`src/rtl/otl_pkg.sv`:
```
// ----------------------------------------------------------------------------
// Ordered task list package
// Operation and status codes and the sequencer state type.
// ----------------------------------------------------------------------------
package otl_pkg;

	localparam logic [1:0] FN_INS_CURSOR = 2'd0;
	localparam logic [1:0] FN_INS_SORTED = 2'd1;
	localparam logic [1:0] FN_REMOVE     = 2'd2;

	localparam logic [1:0] ST_DONE       = 2'd0;
	localparam logic [1:0] ST_LINKED     = 2'd1;
	localparam logic [1:0] ST_UNLINKED   = 2'd2;

	typedef enum logic [3:0] {
		S_IDLE,
		S_CHECK,
		S_CURSOR,
		S_WALK0,
		S_WALK,
		S_LINK1,
		S_LINK2,
		S_RM_WR,
		S_HEAD_RD,
		S_REPORT
	} state_t;

endpackage

```
`src/rtl/otl_if.sv`:
```
// ----------------------------------------------------------------------------
// Ordered task list channels
// Request and response channels with valid/ready handshake.
// ----------------------------------------------------------------------------
interface otl_req_if;
	logic        valid;
	logic        ready;
	logic [1:0]  func;
	logic [1:0]  list_id;
	logic [4:0]  item_id;
	logic [31:0] item_key;

	modport source (output valid, func, list_id, item_id, item_key, input ready);
	modport sink   (input valid, func, list_id, item_id, item_key, output ready);
endinterface

interface otl_rsp_if;
	logic       valid;
	logic       ready;
	logic [1:0] status;
	logic [1:0] affected_list;
	logic [5:0] list_count;
	logic       head_valid;
	logic [4:0] head_item;
	logic [5:0] cursor_node;

	modport source (output valid, status, affected_list, list_count, head_valid, head_item,
		cursor_node, input ready);
	modport sink   (input valid, status, affected_list, list_count, head_valid, head_item,
		cursor_node, output ready);
endinterface

```
`src/rtl/ordered_task_list_engine.sv`:
```
// Sequencer states: CHECK, CURSOR, LINK1, LINK2, HEAD_RD, REPORT for insert
// after cursor; CHECK, RM_WR, HEAD_RD, REPORT for remove; CHECK, HEAD_RD,
// REPORT for a refused or unused request; WALK0 and WALK replace CURSOR for
// sorted insert, comparing at most NUM_ITEMS keys, one next/key memory read
// per cycle. One request at a time; the next request is taken the cycle after
// the response is loaded. Reset empties lists, cursors on sentinels; no clear pass.
// ----------------------------------------------------------------------------
// Ordered task list engine
// Circular doubly linked lists over a shared item pool, kept in link and key
// memories and updated by a read-modify-write sequencer.
// ----------------------------------------------------------------------------
module ordered_task_list_engine
	import otl_pkg::*;
#(
	parameter int NUM_ITEMS = 32,
	parameter int NUM_LISTS = 4,
	parameter int KEY_BITS  = 32
) (
	input  logic   clk,
	input  logic   arst_n,
	otl_req_if.sink   req,
	otl_rsp_if.source rsp
);
	localparam int NODES = NUM_ITEMS + NUM_LISTS;
	localparam int NW    = $clog2(NODES);
	localparam int IW    = $clog2(NUM_ITEMS);
	localparam int LW    = (NUM_LISTS > 1) ? $clog2(NUM_LISTS) : 1;
	localparam int CW    = $clog2(NUM_ITEMS + 1);
	localparam int KW    = (KEY_BITS < 32) ? KEY_BITS : 32;

	state_t state_q, state_d;

	logic [1:0]    func_q;
	logic [LW-1:0] l_q;
	logic [IW-1:0] item_q;
	logic [KW-1:0] key_q;
	logic [1:0]    status_q;
	logic [NW-1:0] a_q, b_q, cand_q, at_q;
	logic [CW-1:0] steps_q;

	logic [LW:0]   owner_q  [NUM_ITEMS];
	logic [NW-1:0] cursor_q [NUM_LISTS];
	logic [CW-1:0] count_q  [NUM_LISTS];

	logic [IW-1:0] item_c;
	logic [LW-1:0] list_c;

	logic [NW-1:0] n_rd_addr, n_rd_data, n_wr_addr, n_wr_data;
	logic [NW-1:0] p_rd_addr, p_rd_data, p_wr_addr, p_wr_data;
	logic          n_wr_en, p_wr_en, k_wr_en;
	logic [IW-1:0] k_rd_addr;
	logic [KW-1:0] k_rd_data;

	logic          owned;
	logic          is_insert;
	logic [NW-1:0] item_node;
	logic [NW-1:0] sent_node;
	logic          out_free;
	logic          head_ok;

	// reduce item and list to the pool size
	always_comb begin
		item_c = '0;
		for (int i = 0; i < 32; i++) begin
			if (req.item_id == 5'(i)) begin
				item_c = IW'(i % NUM_ITEMS);
			end
		end
		list_c = '0;
		for (int i = 0; i < 4; i++) begin
			if (req.list_id == 2'(i)) begin
				list_c = LW'(i % NUM_LISTS);
			end
		end
	end

	assign owned     = owner_q[item_q] != '0;
	assign is_insert = (func_q == FN_INS_CURSOR) || (func_q == FN_INS_SORTED);
	assign item_node = NW'(item_q);
	assign sent_node = NW'(NUM_ITEMS) + NW'(l_q);
	assign out_free  = !rsp.valid || rsp.ready;
	assign head_ok   = (count_q[l_q] != '0) && (n_rd_data < NW'(NUM_ITEMS));
	assign req.ready = (state_q == S_IDLE);

	otl_link_mem #(.NUM_ITEMS(NUM_ITEMS), .NUM_LISTS(NUM_LISTS), .NW(NW)) u_next (
		.clk, .arst_n,
		.rd_addr(n_rd_addr), .rd_data(n_rd_data),
		.wr_en(n_wr_en), .wr_addr(n_wr_addr), .wr_data(n_wr_data)
	);

	otl_link_mem #(.NUM_ITEMS(NUM_ITEMS), .NUM_LISTS(NUM_LISTS), .NW(NW)) u_prev (
		.clk, .arst_n,
		.rd_addr(p_rd_addr), .rd_data(p_rd_data),
		.wr_en(p_wr_en), .wr_addr(p_wr_addr), .wr_data(p_wr_data)
	);

	otl_key_mem #(.NUM_ITEMS(NUM_ITEMS), .IW(IW), .KW(KW)) u_key (
		.clk,
		.rd_addr(k_rd_addr), .rd_data(k_rd_data),
		.wr_en(k_wr_en), .wr_addr(item_q), .wr_data(key_q)
	);

	always_ff @(posedge clk or negedge arst_n) begin
		if (!arst_n) begin
			state_q <= S_IDLE;
		end else begin
			state_q <= state_d;
		end
	end

	// next state and memory ports
	always_comb begin
		state_d   = state_q;
		n_rd_addr = '0;
		p_rd_addr = '0;
		k_rd_addr = '0;
		n_wr_en   = 1'b0;
		n_wr_addr = '0;
		n_wr_data = '0;
		p_wr_en   = 1'b0;
		p_wr_addr = '0;
		p_wr_data = '0;
		k_wr_en   = 1'b0;
		unique case (state_q)
			S_IDLE: begin
				if (req.valid) begin
					state_d = S_CHECK;
				end
			end
			S_CHECK: begin
				if (is_insert) begin
					if (owned) begin
						state_d = S_HEAD_RD;
					end else begin
						k_wr_en = 1'b1;
						if (func_q == FN_INS_CURSOR) begin
							n_rd_addr = cursor_q[l_q];
							state_d   = S_CURSOR;
						end else begin
							n_rd_addr = sent_node;
							state_d   = S_WALK0;
						end
					end
				end else if (func_q == FN_REMOVE && owned) begin
					n_rd_addr = item_node;
					p_rd_addr = item_node;
					state_d   = S_RM_WR;
				end else begin
					state_d = S_HEAD_RD;
				end
			end
			S_CURSOR: state_d = S_LINK1;
			S_WALK0: begin
				n_rd_addr = n_rd_data;
				k_rd_addr = n_rd_data[IW-1:0];
				state_d   = (n_rd_data >= NW'(NUM_ITEMS)) ? S_LINK1 : S_WALK;
			end
			S_WALK: begin
				n_rd_addr = n_rd_data;
				k_rd_addr = n_rd_data[IW-1:0];
				if (k_rd_data > key_q || steps_q == CW'(NUM_ITEMS - 1) ||
					n_rd_data >= NW'(NUM_ITEMS)) begin
					state_d = S_LINK1;
				end
			end
			S_LINK1: begin
				n_wr_en   = 1'b1;
				n_wr_addr = item_node;
				n_wr_data = b_q;
				p_wr_en   = 1'b1;
				p_wr_addr = item_node;
				p_wr_data = a_q;
				state_d   = S_LINK2;
			end
			S_LINK2: begin
				n_wr_en   = 1'b1;
				n_wr_addr = a_q;
				n_wr_data = item_node;
				p_wr_en   = 1'b1;
				p_wr_addr = b_q;
				p_wr_data = item_node;
				state_d   = S_HEAD_RD;
			end
			S_RM_WR: begin
				n_wr_en   = 1'b1;
				n_wr_addr = p_rd_data;
				n_wr_data = n_rd_data;
				p_wr_en   = 1'b1;
				p_wr_addr = n_rd_data;
				p_wr_data = p_rd_data;
				state_d   = S_HEAD_RD;
			end
			S_HEAD_RD: begin
				n_rd_addr = sent_node;
				state_d   = S_REPORT;
			end
			S_REPORT: begin
				// hold the head read while the response register is busy
				n_rd_addr = sent_node;
				if (out_free) begin
					state_d = S_IDLE;
				end
			end
			default: state_d = S_IDLE;
		endcase
	end

	// request and walk registers
	always_ff @(posedge clk) begin
		case (state_q)
			S_IDLE: begin
				func_q   <= req.func;
				l_q      <= list_c;
				item_q   <= item_c;
				key_q    <= req.item_key[KW-1:0];
				status_q <= ST_DONE;
			end
			S_CHECK: begin
				if (is_insert && owned) begin
					status_q <= ST_LINKED;
				end else if (func_q == FN_REMOVE) begin
					if (owned) begin
						l_q <= LW'(owner_q[item_q] - 1'b1);
					end else begin
						status_q <= ST_UNLINKED;
					end
				end
			end
			S_CURSOR: begin
				a_q <= cursor_q[l_q];
				b_q <= n_rd_data;
			end
			S_WALK0: begin
				a_q     <= sent_node;
				b_q     <= n_rd_data;
				at_q    <= sent_node;
				cand_q  <= n_rd_data;
				steps_q <= '0;
			end
			S_WALK: begin
				if (k_rd_data > key_q) begin
					a_q <= at_q;
					b_q <= cand_q;
				end else begin
					// advance onto the candidate
					a_q     <= cand_q;
					b_q     <= n_rd_data;
					at_q    <= cand_q;
					cand_q  <= n_rd_data;
					steps_q <= steps_q + 1'b1;
				end
			end
			default: ;
		endcase
	end

	// list bookkeeping
	always_ff @(posedge clk or negedge arst_n) begin
		if (!arst_n) begin
			for (int i = 0; i < NUM_ITEMS; i++) begin
				owner_q[i] <= '0;
			end
			for (int i = 0; i < NUM_LISTS; i++) begin
				cursor_q[i] <= NW'(NUM_ITEMS + i);
				count_q[i]  <= '0;
			end
		end else begin
			if (state_q == S_LINK2) begin
				owner_q[item_q] <= (LW+1)'(l_q) + 1'b1;
				count_q[l_q]    <= count_q[l_q] + 1'b1;
				if (func_q == FN_INS_CURSOR) begin
					cursor_q[l_q] <= item_node;
				end
			end
			if (state_q == S_RM_WR) begin
				owner_q[item_q] <= '0;
				if (count_q[l_q] != '0) begin
					count_q[l_q] <= count_q[l_q] - 1'b1;
				end
				// step the cursor back off the removed item
				if (cursor_q[l_q] == item_node) begin
					cursor_q[l_q] <= p_rd_data;
				end
			end
		end
	end

	// response register
	always_ff @(posedge clk or negedge arst_n) begin
		if (!arst_n) begin
			rsp.valid <= 1'b0;
		end else if (state_q == S_REPORT && out_free) begin
			rsp.valid <= 1'b1;
		end else if (rsp.ready) begin
			rsp.valid <= 1'b0;
		end
	end

	always_ff @(posedge clk) begin
		if (state_q == S_REPORT && out_free) begin
			rsp.status        <= status_q;
			rsp.affected_list <= 2'(l_q);
			rsp.list_count    <= 6'(count_q[l_q]);
			rsp.head_valid    <= head_ok;
			rsp.head_item     <= head_ok ? 5'(n_rd_data) : 5'd0;
			rsp.cursor_node   <= 6'(cursor_q[l_q]);
		end
	end

endmodule

```
`src/rtl/otl_link_mem.sv`:
```
// ----------------------------------------------------------------------------
// Link memory
// One link array (next or prev) with a registered read; sentinel entries
// read as themselves until first written.
// ----------------------------------------------------------------------------
module otl_link_mem
	import otl_pkg::*;
#(
	parameter int NUM_ITEMS = 32,
	parameter int NUM_LISTS = 4,
	parameter int NW        = 6
) (
	input  logic          clk,
	input  logic          arst_n,
	input  logic [NW-1:0] rd_addr,
	output logic [NW-1:0] rd_data,
	input  logic          wr_en,
	input  logic [NW-1:0] wr_addr,
	input  logic [NW-1:0] wr_data
);
	localparam int NODES = NUM_ITEMS + NUM_LISTS;
	localparam int LW    = (NUM_LISTS > 1) ? $clog2(NUM_LISTS) : 1;

	logic [NW-1:0] mem [NODES];
	logic [NW-1:0] mem_rd_s1;
	logic [NW-1:0] addr_s1;
	logic          dflt_s1;
	logic          sent_wr_q [NUM_LISTS];
	logic [NW-1:0] rd_off;
	logic [NW-1:0] wr_off;

	assign rd_off = rd_addr - NW'(NUM_ITEMS);
	assign wr_off = wr_addr - NW'(NUM_ITEMS);

	always_ff @(posedge clk) begin
		if (wr_en) begin
			mem[wr_addr] <= wr_data;
		end
		mem_rd_s1 <= mem[rd_addr];
		addr_s1   <= rd_addr;
	end

	always_ff @(posedge clk or negedge arst_n) begin
		if (!arst_n) begin
			for (int i = 0; i < NUM_LISTS; i++) begin
				sent_wr_q[i] <= 1'b0;
			end
			dflt_s1 <= 1'b0;
		end else begin
			if (wr_en && wr_addr >= NW'(NUM_ITEMS)) begin
				sent_wr_q[wr_off[LW-1:0]] <= 1'b1;
			end
			dflt_s1 <= (rd_addr >= NW'(NUM_ITEMS)) && !sent_wr_q[rd_off[LW-1:0]];
		end
	end

	// unwritten sentinel points to itself
	assign rd_data = dflt_s1 ? addr_s1 : mem_rd_s1;

endmodule

```
`src/rtl/otl_key_mem.sv`:
```
// ----------------------------------------------------------------------------
// Key memory
// Per-item ordering keys with a registered read.
// ----------------------------------------------------------------------------
module otl_key_mem
	import otl_pkg::*;
#(
	parameter int NUM_ITEMS = 32,
	parameter int IW        = 5,
	parameter int KW        = 32
) (
	input  logic          clk,
	input  logic [IW-1:0] rd_addr,
	output logic [KW-1:0] rd_data,
	input  logic          wr_en,
	input  logic [IW-1:0] wr_addr,
	input  logic [KW-1:0] wr_data
);
	logic [KW-1:0] mem [NUM_ITEMS];

	always_ff @(posedge clk) begin
		if (wr_en) begin
			mem[wr_addr] <= wr_data;
		end
		rd_data <= mem[rd_addr];
	end

endmodule

```
`src/flat_wrapper.sv`:
```
// flat-port wrapper written by rule: the top's interface ports become plain ports
module ordered_task_list_engine_flat import otl_pkg::*;
#(
	parameter int NUM_ITEMS = 32,
	parameter int NUM_LISTS = 4,
	parameter int KEY_BITS  = 32
)
  (clk, arst_n, req_valid, req_func, req_list_id, req_item_id, req_item_key, req_ready, rsp_valid, rsp_status, rsp_affected_list, rsp_list_count, rsp_head_valid, rsp_head_item, rsp_cursor_node, rsp_ready);
  otl_req_if req_i ();
  otl_rsp_if rsp_i ();
  input  logic clk;
  input  logic arst_n;
  input wire logic [$bits(req_i.valid)-1:0] req_valid;
  input wire logic [$bits(req_i.func)-1:0] req_func;
  input wire logic [$bits(req_i.list_id)-1:0] req_list_id;
  input wire logic [$bits(req_i.item_id)-1:0] req_item_id;
  input wire logic [$bits(req_i.item_key)-1:0] req_item_key;
  output wire logic [$bits(req_i.ready)-1:0] req_ready;
  output wire logic [$bits(rsp_i.valid)-1:0] rsp_valid;
  output wire logic [$bits(rsp_i.status)-1:0] rsp_status;
  output wire logic [$bits(rsp_i.affected_list)-1:0] rsp_affected_list;
  output wire logic [$bits(rsp_i.list_count)-1:0] rsp_list_count;
  output wire logic [$bits(rsp_i.head_valid)-1:0] rsp_head_valid;
  output wire logic [$bits(rsp_i.head_item)-1:0] rsp_head_item;
  output wire logic [$bits(rsp_i.cursor_node)-1:0] rsp_cursor_node;
  input wire logic [$bits(rsp_i.ready)-1:0] rsp_ready;
  assign req_i.valid = req_valid;
  assign req_i.func = req_func;
  assign req_i.list_id = req_list_id;
  assign req_i.item_id = req_item_id;
  assign req_i.item_key = req_item_key;
  assign req_ready = req_i.ready;
  assign rsp_valid = rsp_i.valid;
  assign rsp_status = rsp_i.status;
  assign rsp_affected_list = rsp_i.affected_list;
  assign rsp_list_count = rsp_i.list_count;
  assign rsp_head_valid = rsp_i.head_valid;
  assign rsp_head_item = rsp_i.head_item;
  assign rsp_cursor_node = rsp_i.cursor_node;
  assign rsp_i.ready = rsp_ready;
  ordered_task_list_engine #(.NUM_ITEMS(NUM_ITEMS), .NUM_LISTS(NUM_LISTS), .KEY_BITS(KEY_BITS)) u_core (.clk(clk), .arst_n(arst_n), .req(req_i), .rsp(rsp_i));
endmodule
```
`config.mk`:
```
export PLATFORM = sky130hd
export DESIGN_NAME = ordered_task_list_engine_flat
export DESIGN_NICKNAME = d
export VERILOG_FILES = /design/src/rtl/otl_pkg.sv /design/src/rtl/otl_if.sv /design/src/rtl/ordered_task_list_engine.sv /design/src/rtl/otl_link_mem.sv /design/src/rtl/otl_key_mem.sv /design/src/flat_wrapper.sv
export SDC_FILE = /design/constraint.sdc
export NUM_CORES = 2
export LEC_CHECK = 0
export CAP_MARGIN = 20
export CORE_MARGIN = 2
export CORE_UTILIZATION = 41
export DETAILED_ROUTE_END_ITERATION = 7
export DONT_BUFFER_PORTS = 1
export PLACE_DENSITY_LB_ADDON = 0.3
export SETUP_SLACK_MARGIN = 0.05
export SLEW_MARGIN = 20
export SYNTH_ARGS = -nofsm -noshare
export SYNTH_HDL_FRONTEND = slang
export SYNTH_SLANG_ARGS = --single-unit
```
`constraint.sdc`:
```
create_clock -name clk -period 19 [get_ports clk]
set_input_delay 1.9 -clock clk [delete_from_list [all_inputs] [get_ports clk]]
set_output_delay 1.9 -clock clk [all_outputs]
set_load 0.005 [all_outputs]
```
* Word-level counts from Yosys, hierarchy flattened
Memory sizes are Yosys's and may differ from the RTL's. A register that Yosys moved wholly into a read port is not among the register bits.
Cells that the tools add are included.
** Storage, ports and cells
- Register bits after elaboration :: 266
- RAM bits :: 1456
- Output and inout bits :: 24
- Logic and storage cells :: 330
- Memories kept :: 3
** Memories
- u_core.u_key.mem :: words 32, width 32, rd ports 1, clocked after memory_dff 1, write ports 1, RTL line otl_key_mem.sv:19 : logic [KW-1:0] mem [NUM_ITEMS];
- u_core.u_next.mem :: words 36, width 6, rd ports 1, clocked after memory_dff 1, write ports 1, RTL line otl_link_mem.sv:24 : logic [NW-1:0] mem [NODES];
- u_core.u_prev.mem :: words 36, width 6, rd ports 1, clocked after memory_dff 1, write ports 1, RTL line otl_link_mem.sv:24
** Operators by class
- Add/sub/neg operators :: 10
- Magnitude comparators :: 17
- Equality and inequality tests :: 56
- Multiplexer cells :: 119
- Bitwise gates (word level) :: 10
- Reductions and logical operators :: 41
** Operator list (number)
- $mux W96 :: 2
- $mux W24 :: 7
- $pmux W6 S3 :: 6
- $and A96 B96 Y96 :: 1
- $bwmux W24 :: 4
- $bwmux W96 :: 1
- $not A96 Y96 :: 1
- $mux W6 :: 15
- $eq A5 B5 Y1 const B :: 16
- $mux W5 :: 16
- $mux W4 :: 14
- $pmux W6 S2 :: 4
- $eq A5 B4 Y1 const B :: 8
- $ge A6 B6 Y1 const B :: 6
- $pmux W4 S9 :: 1
- $gt A32 B32 Y1 :: 1
- $bmux W6 S2 :: 2
- $mux W1 :: 21
- $mux W3 :: 7
- $eq A5 B3 Y1 const B :: 4
- $mux W2 :: 10
- $eq A4 B3 Y1 const B :: 4
- $reduce_or A16 Y1 :: 1
- $bmux W3 S5 :: 1
- other kinds (45) :: 100

* Longest topological paths before layout
- Word-level depth :: 31
- Gate-level depth with buffers :: 23

* By module
A second synthesis with hierarchy kept.
** Second synthesis, totals
- Cells, all modules :: 4408
- Area, all modules :: 71586.2 um^2
** Modules (own cells, without submodules)
- otl_key_mem :: times used 1, cells an instance 2260, area an instance 40492.6 um^2, sequential area each 31390.1 um^2
- ordered_task_list_engine :: times used 1, cells an instance 1122, area an instance 12623.4 um^2, sequential area each 6591.3 um^2
- otl_link_mem at u_core.u_next :: times used 1, cells an instance 513, area an instance 9247.6 um^2, sequential area each 6851.6 um^2
- otl_link_mem at u_core.u_prev :: times used 1, cells an instance 513, area an instance 9222.6 um^2, sequential area each 6851.6 um^2

* Least setup slack after synthesis
OpenSTA, ideal clock, no wires.
- Path kind :: reg2out
- From :: register u_core.state_q[0]
- To :: output req_ready
- Arrival time :: 5253 ps
- Slack :: 11847 ps
- Cell stages (with the launch flop) :: 7
- Path buffers :: 5
- Cell sequence :: dfrtp_1 -> buf_2 -> clkbuf_1 -> buf_1 -> clkbuf_1 -> clkbuf_1 -> nor4_1
** Between the ends
- Cells in the longest elaborated chain, start to end :: 1
** Ends and longest elaborated chain
- start, declared :: RTL line ordered_task_list_engine.sv:31 : state_t state_q, state_d;
- start signal, assigned :: RTL line ordered_task_list_engine.sv:107 : state_q <= state_d;
- $logic_not A4 Y1 :: RTL line ordered_task_list_engine.sv:83 : assign req.ready = (state_q == S_IDLE);
- end, declared :: RTL line flat_wrapper.sv:18 : output wire logic [$bits(req_i.ready)-1:0] req_ready;
No other way between the ends.

* Worst setup path in the final report
- From :: register u_core.state_q[1]
- To :: register u_core.u_key.rd_data[25], read port of u_core.u_key.mem
** Between the ends
- Cells in the longest elaborated chain, start to end :: 3
- Elaborated cells between the ends (all ways) :: 4
- Those cells by class :: eq/ne: 2; mux: 1; reduce/logical: 1
** Ends and longest elaborated chain
- $eq A4 B2 Y1 or $eq A4 B3 Y1 (tied branches) :: RTL line ordered_task_list_engine.sv:124 : unique case (state_q)
- $reduce_or A2 Y1 (no source line) *
- $mux W5 * :: RTL line ordered_task_list_engine.sv:124
- end, declared :: RTL line otl_key_mem.sv:14 : output logic [KW-1:0] rd_data,
Mark *: on every way between the ends. The rest lies on a longest branch, timed or not.
A chain may end at the register's enable or synchronous reset.

==> metrics.md <==
| Metric | Value |
|---|---|
| Fmax | `0.173 GHz` |
| Min cycle time layout | `5.78 ns` |
| Skew final | `0.0577 ns` |
| Top FF cell, synth | `edfxtp_1` |
| Detailed Route WL | `193000 µm` |
| Vias in the first global route | `43900` |
| # rows | `153` |
| Filler cell count | `15500` |
| Worst reg2reg path depth | `12` |
| Net Count, Synth | `5704` |
| DR iter-0 viols | `5198` |
| Max clock buf depth | `3` |
| Asr flop ratio synth | `0.0890` |
| MaxCap Viol Count | `0` |
| Total Power | `11.5 mW` |
| # DRC | `0` |
| Hold Vio Cnt, Final | `0` |
| Final setup vio count | `0` |
| RSZ-0062 raised after global routing | `no` |
| Pins Over Slew Limit | `0` |
| Largest net degree at the start of global routing | `192` |
| CTS Root Cell | `clkbuf_16` |
| Reg2reg start | `u_core.state_q[1]` |
| Finished Layout Cells | `8007` |
| Reg-to-reg critical path endpoint | `u_core.u_key.rd_data[25]` |
| CP arrival | `6.53 ns` |
| Setup repair bufs after CTS | `0` |
| Sink Count | `1731` |
| CTS resizes | `0` |
| Via count | `46000` |
| Worst vdd ir | `0.162 mV` |
| Area of the core | `173000 µm²` |
| WL per Instance | `24.1 µm` |
| CP max FO | `70` |
| Buf+Inv Stages, Crit Path | `3` |
| Gr usage total | `0.213` |
| Share of layout cells above drive strength 1 | `0.0868` |
| Clock buffer count from CTS | `177` |
| Leak | `27.1 nW` |
| Initial Utilization | `0.412` |
| Slew at the pin closest to its max-slew limit | `1.15 ns` |
| Antenna violations before repair | `20` |
| Yosys cell types | `66` |
| Vias per inst | `5.74` |
| Leading cell type in the layout, fill and taps excluded | `edfxtp_1` |
| Dpl hpwl | `106000 µm` |
| Final nets | `5612` |
| Global-route wire length before repair | `288000 µm` |
| Status | `completed` |
| Final TNS setup | `0 ns` |
| RePlAce Congestion | `0.840` |
| Crit path cell chain | `or3b_2 -> a21o_4 -> inv_1 -> nand2_4 -> buf_4 -> buf_4 -> and2_1 -> a211oi_1 -> a31oi_1 -> a21oi_1 -> a211oi_1 -> a21o_1` |
| Worst skew pair latency | `0.81 ns` |
| Worst slew margin | `0.230` |
| WS Path Type | `flop to flop` |
| Cell family with most CP delay | `buffers and inverters` |
| Mapped Cells | `5618` |
| Ys Warns | `0` |
| DIE WIDTH | `421 µm` |
| Setup crit start kind | `flop` |
| # hold bufs at CTS | `0` |
| CTS tree | `built` |
| Area delta synth->final | `12.0%` |
| Critical Path End Type | `flop` |
| Worst path slowest cell | `dfrtp_2` |
| Synthesized area per cell | `12.7 µm²` |
| Final worst-path cycle share | `0.304` |
| Sequential share of the synthesized area | `0.710` |
| Dpl ws | `13.25 ns` |
| R2R Setup Slk | `13.22 ns` |
| Stages on the worst setup path | `12` |
| DIE AREA | `178000 µm²` |
| Final Core Density | `0.461` |
| Port Buf Inserts | `0` |
| Hold Path Sink | `u_core.rsp.status[0]` |
| Number of synthesized flops with an enable pin | `1527` |
| Ports | `69` |
| Worst EP required | `19.75 ns` |
| CP max stage delay | `1.06 ns` |
| Grt ovf | `0` |
| Final antenna-violating net count | `0` |
| Seq cells post-synth | `1731` |
| Leading cell types in the layout, fill and taps excluded | `edfxtp_1, nand2_1, nor2_1, a211oi_1, a21oi_1` |
| Clk slew on worst S/H paths | `0.06 ns` |
| Mapped Area | `71500 µm²` |
| Die H | `421 µm` |
| H-Tree Depth | `4` |
| Hold WC Path Type | `flop to flop` |
| Placed cells | `7666` |
| Final Worst Setup Slack | `13.22 ns` |
| P per Cell Area | `144 nW/µm²` |
| DRT Pass-1 Iters | `5` |
| Worst hold path cell count | `0` |
| Hold_sp | `u_core.status_q[0]` |
## routing by layer
layer	track usage	vias to the layer above	part of all wire
met2	0.323	1860	0.45
met5	0	-	0.00031
met1	0.312	23200	0.44
met4	0.0713	8	0.032
met3	0.0328	320	0.072
li1	-	20600	-
## worst reg2reg max path, cell delays in order, from the launching register on
cell	delay (ns)
dfrtp_2	1.06
or3b_2	0.33
a21o_4	0.50
inv_1	0.54
nand2_4	0.68
buf_4	0.79
buf_4	0.72
and2_1	0.28
a211oi_1	0.05
a31oi_1	0.23
a21oi_1	0.10
a211oi_1	0.34
a21o_1	0.12
## state kept, by name, indices dropped and copies added (netlist names), 24 cells and up
register and count:
u_core.u_key.mem 1024, u_core.u_next.mem 216, u_core.u_prev.mem 192, u_core.owner_q 96, u_core.key_q 32, u_core.u_key.rd_data 32, u_core.count_q 24, u_core.cursor_q 24
## logic make-up after synthesis
| family | after synthesis | share of synthesized area |
|---|---|---|
| multiplexers | 155 | 0.0276 |
| flip-flops | 1731 | 0.710 |
| buffers and inverters | 435 | 0.0242 |
| adder cells (fa/ha/maj) | 41 | 0.00718 |
| XOR/XNOR | 17 | 0.00208 |
| AND/OR/NAND/NOR | 2101 | 0.123 |
| AO/OA/AOI/OAI | 1138 | 0.106 |
## area by class of cell
cell class,count,area [µm²],area share
diodes,5,12.5,0.000156
flip-flops and latches,1731,50700,0.634
clock buffers,252,4880,0.0610
repair buffers,112,940,0.0117
well taps,2325,2910,0.0364
inverters,52,200,0.00250
multi-input cells,3452,19600,0.245
clock inverters,78,769,0.00962
## through the flow
stage | instance area, µm² | hold slack [ns]
6_report | 80000 | 0.422
5_1_grt | 80000 | 0.438
4_1_cts | 79900 | 0.421
3_5_place_dp | 74300 | 0.407
3_3_place_gp | 74200 | 0.407
2_1_floorplan | 71500 | 0.400
## cell usage after synthesis (7+ instances only)
cell | n | share of area
edfxtp_1 | 1527 | 0.64
nand2_1 | 1253 | 0.066
nor2_1 | 386 | 0.020
clkbuf_1 | 317 | 0.017
a211oi_1 | 243 | 0.026
a21oi_1 | 232 | 0.016
nand3_1 | 201 | 0.014
o21ai_0 | 194 | 0.014
dfrtp_1 | 146 | 0.051
a31oi_1 | 145 | 0.013
and2_1 | 126 | 0.011
a311oi_1 | 125 | 0.015
mux2i_1 | 108 | 0.015
a21o_1 | 51 | 0.0054
dfxtp_1 | 50 | 0.014
o211ai_1 | 48 | 0.0050
inv_1 | 47 | 0.0025
ha_1 | 41 | 0.0072
mux4_2 | 32 | 0.010
buf_1 | 30 | 0.0016
buf_2 | 26 | 0.0018
nand2b_1 | 25 | 0.0022
and3_1 | 24 | 0.0021
nand4_1 | 19 | 0.0017
nor2b_1 | 16 | 0.0014
mux2_2 | 15 | 0.0024
a221oi_1 | 14 | 0.0017
nor3_1 | 14 | 0.00098
o22ai_1 | 14 | 0.0012
and2_0 | 9 | 0.00079
o2111ai_1 | 9 | 0.0011
xnor2_1 | 9 | 0.0011
a311o_1 | 8 | 0.0011
dfstp_2 | 8 | 0.0029
xor2_1 | 8 | 0.00098
o21a_1 | 7 | 0.00074
o221ai_1 | 7 | 0.00086
## power breakdown
part | switching, mW | leakage, nW | total, mW | internal (mW)
Combinational | 2.24 | 8.01 | 3.18 | 0.939
Clock | 1.48 | 2.75 | 3.40 | 1.92
Sequential | 0.286 | 16.3 | 4.95 | 4.66
Total | 4.00 | 27.1 | 11.5 | 7.53
## worst max path at each step
stage / startpoint / to / slack (ns)
after global routing: u_core.state_q[1] / u_core.u_key.rd_data[25] / 12.86
final: u_core.state_q[1] / u_core.u_key.rd_data[25] / 13.22
after global placement: u_core.state_q[1] / u_core.u_key.rd_data[25] / 13.33
after CTS: u_core.state_q[1] / u_core.u_key.rd_data[25] / 13.21
after floorplan: u_core.state_q[0] / req_ready / 11.85
after detailed placement: u_core.state_q[1] / u_core.u_key.rd_data[25] / 13.25
(Power assumes the default switching activity.)
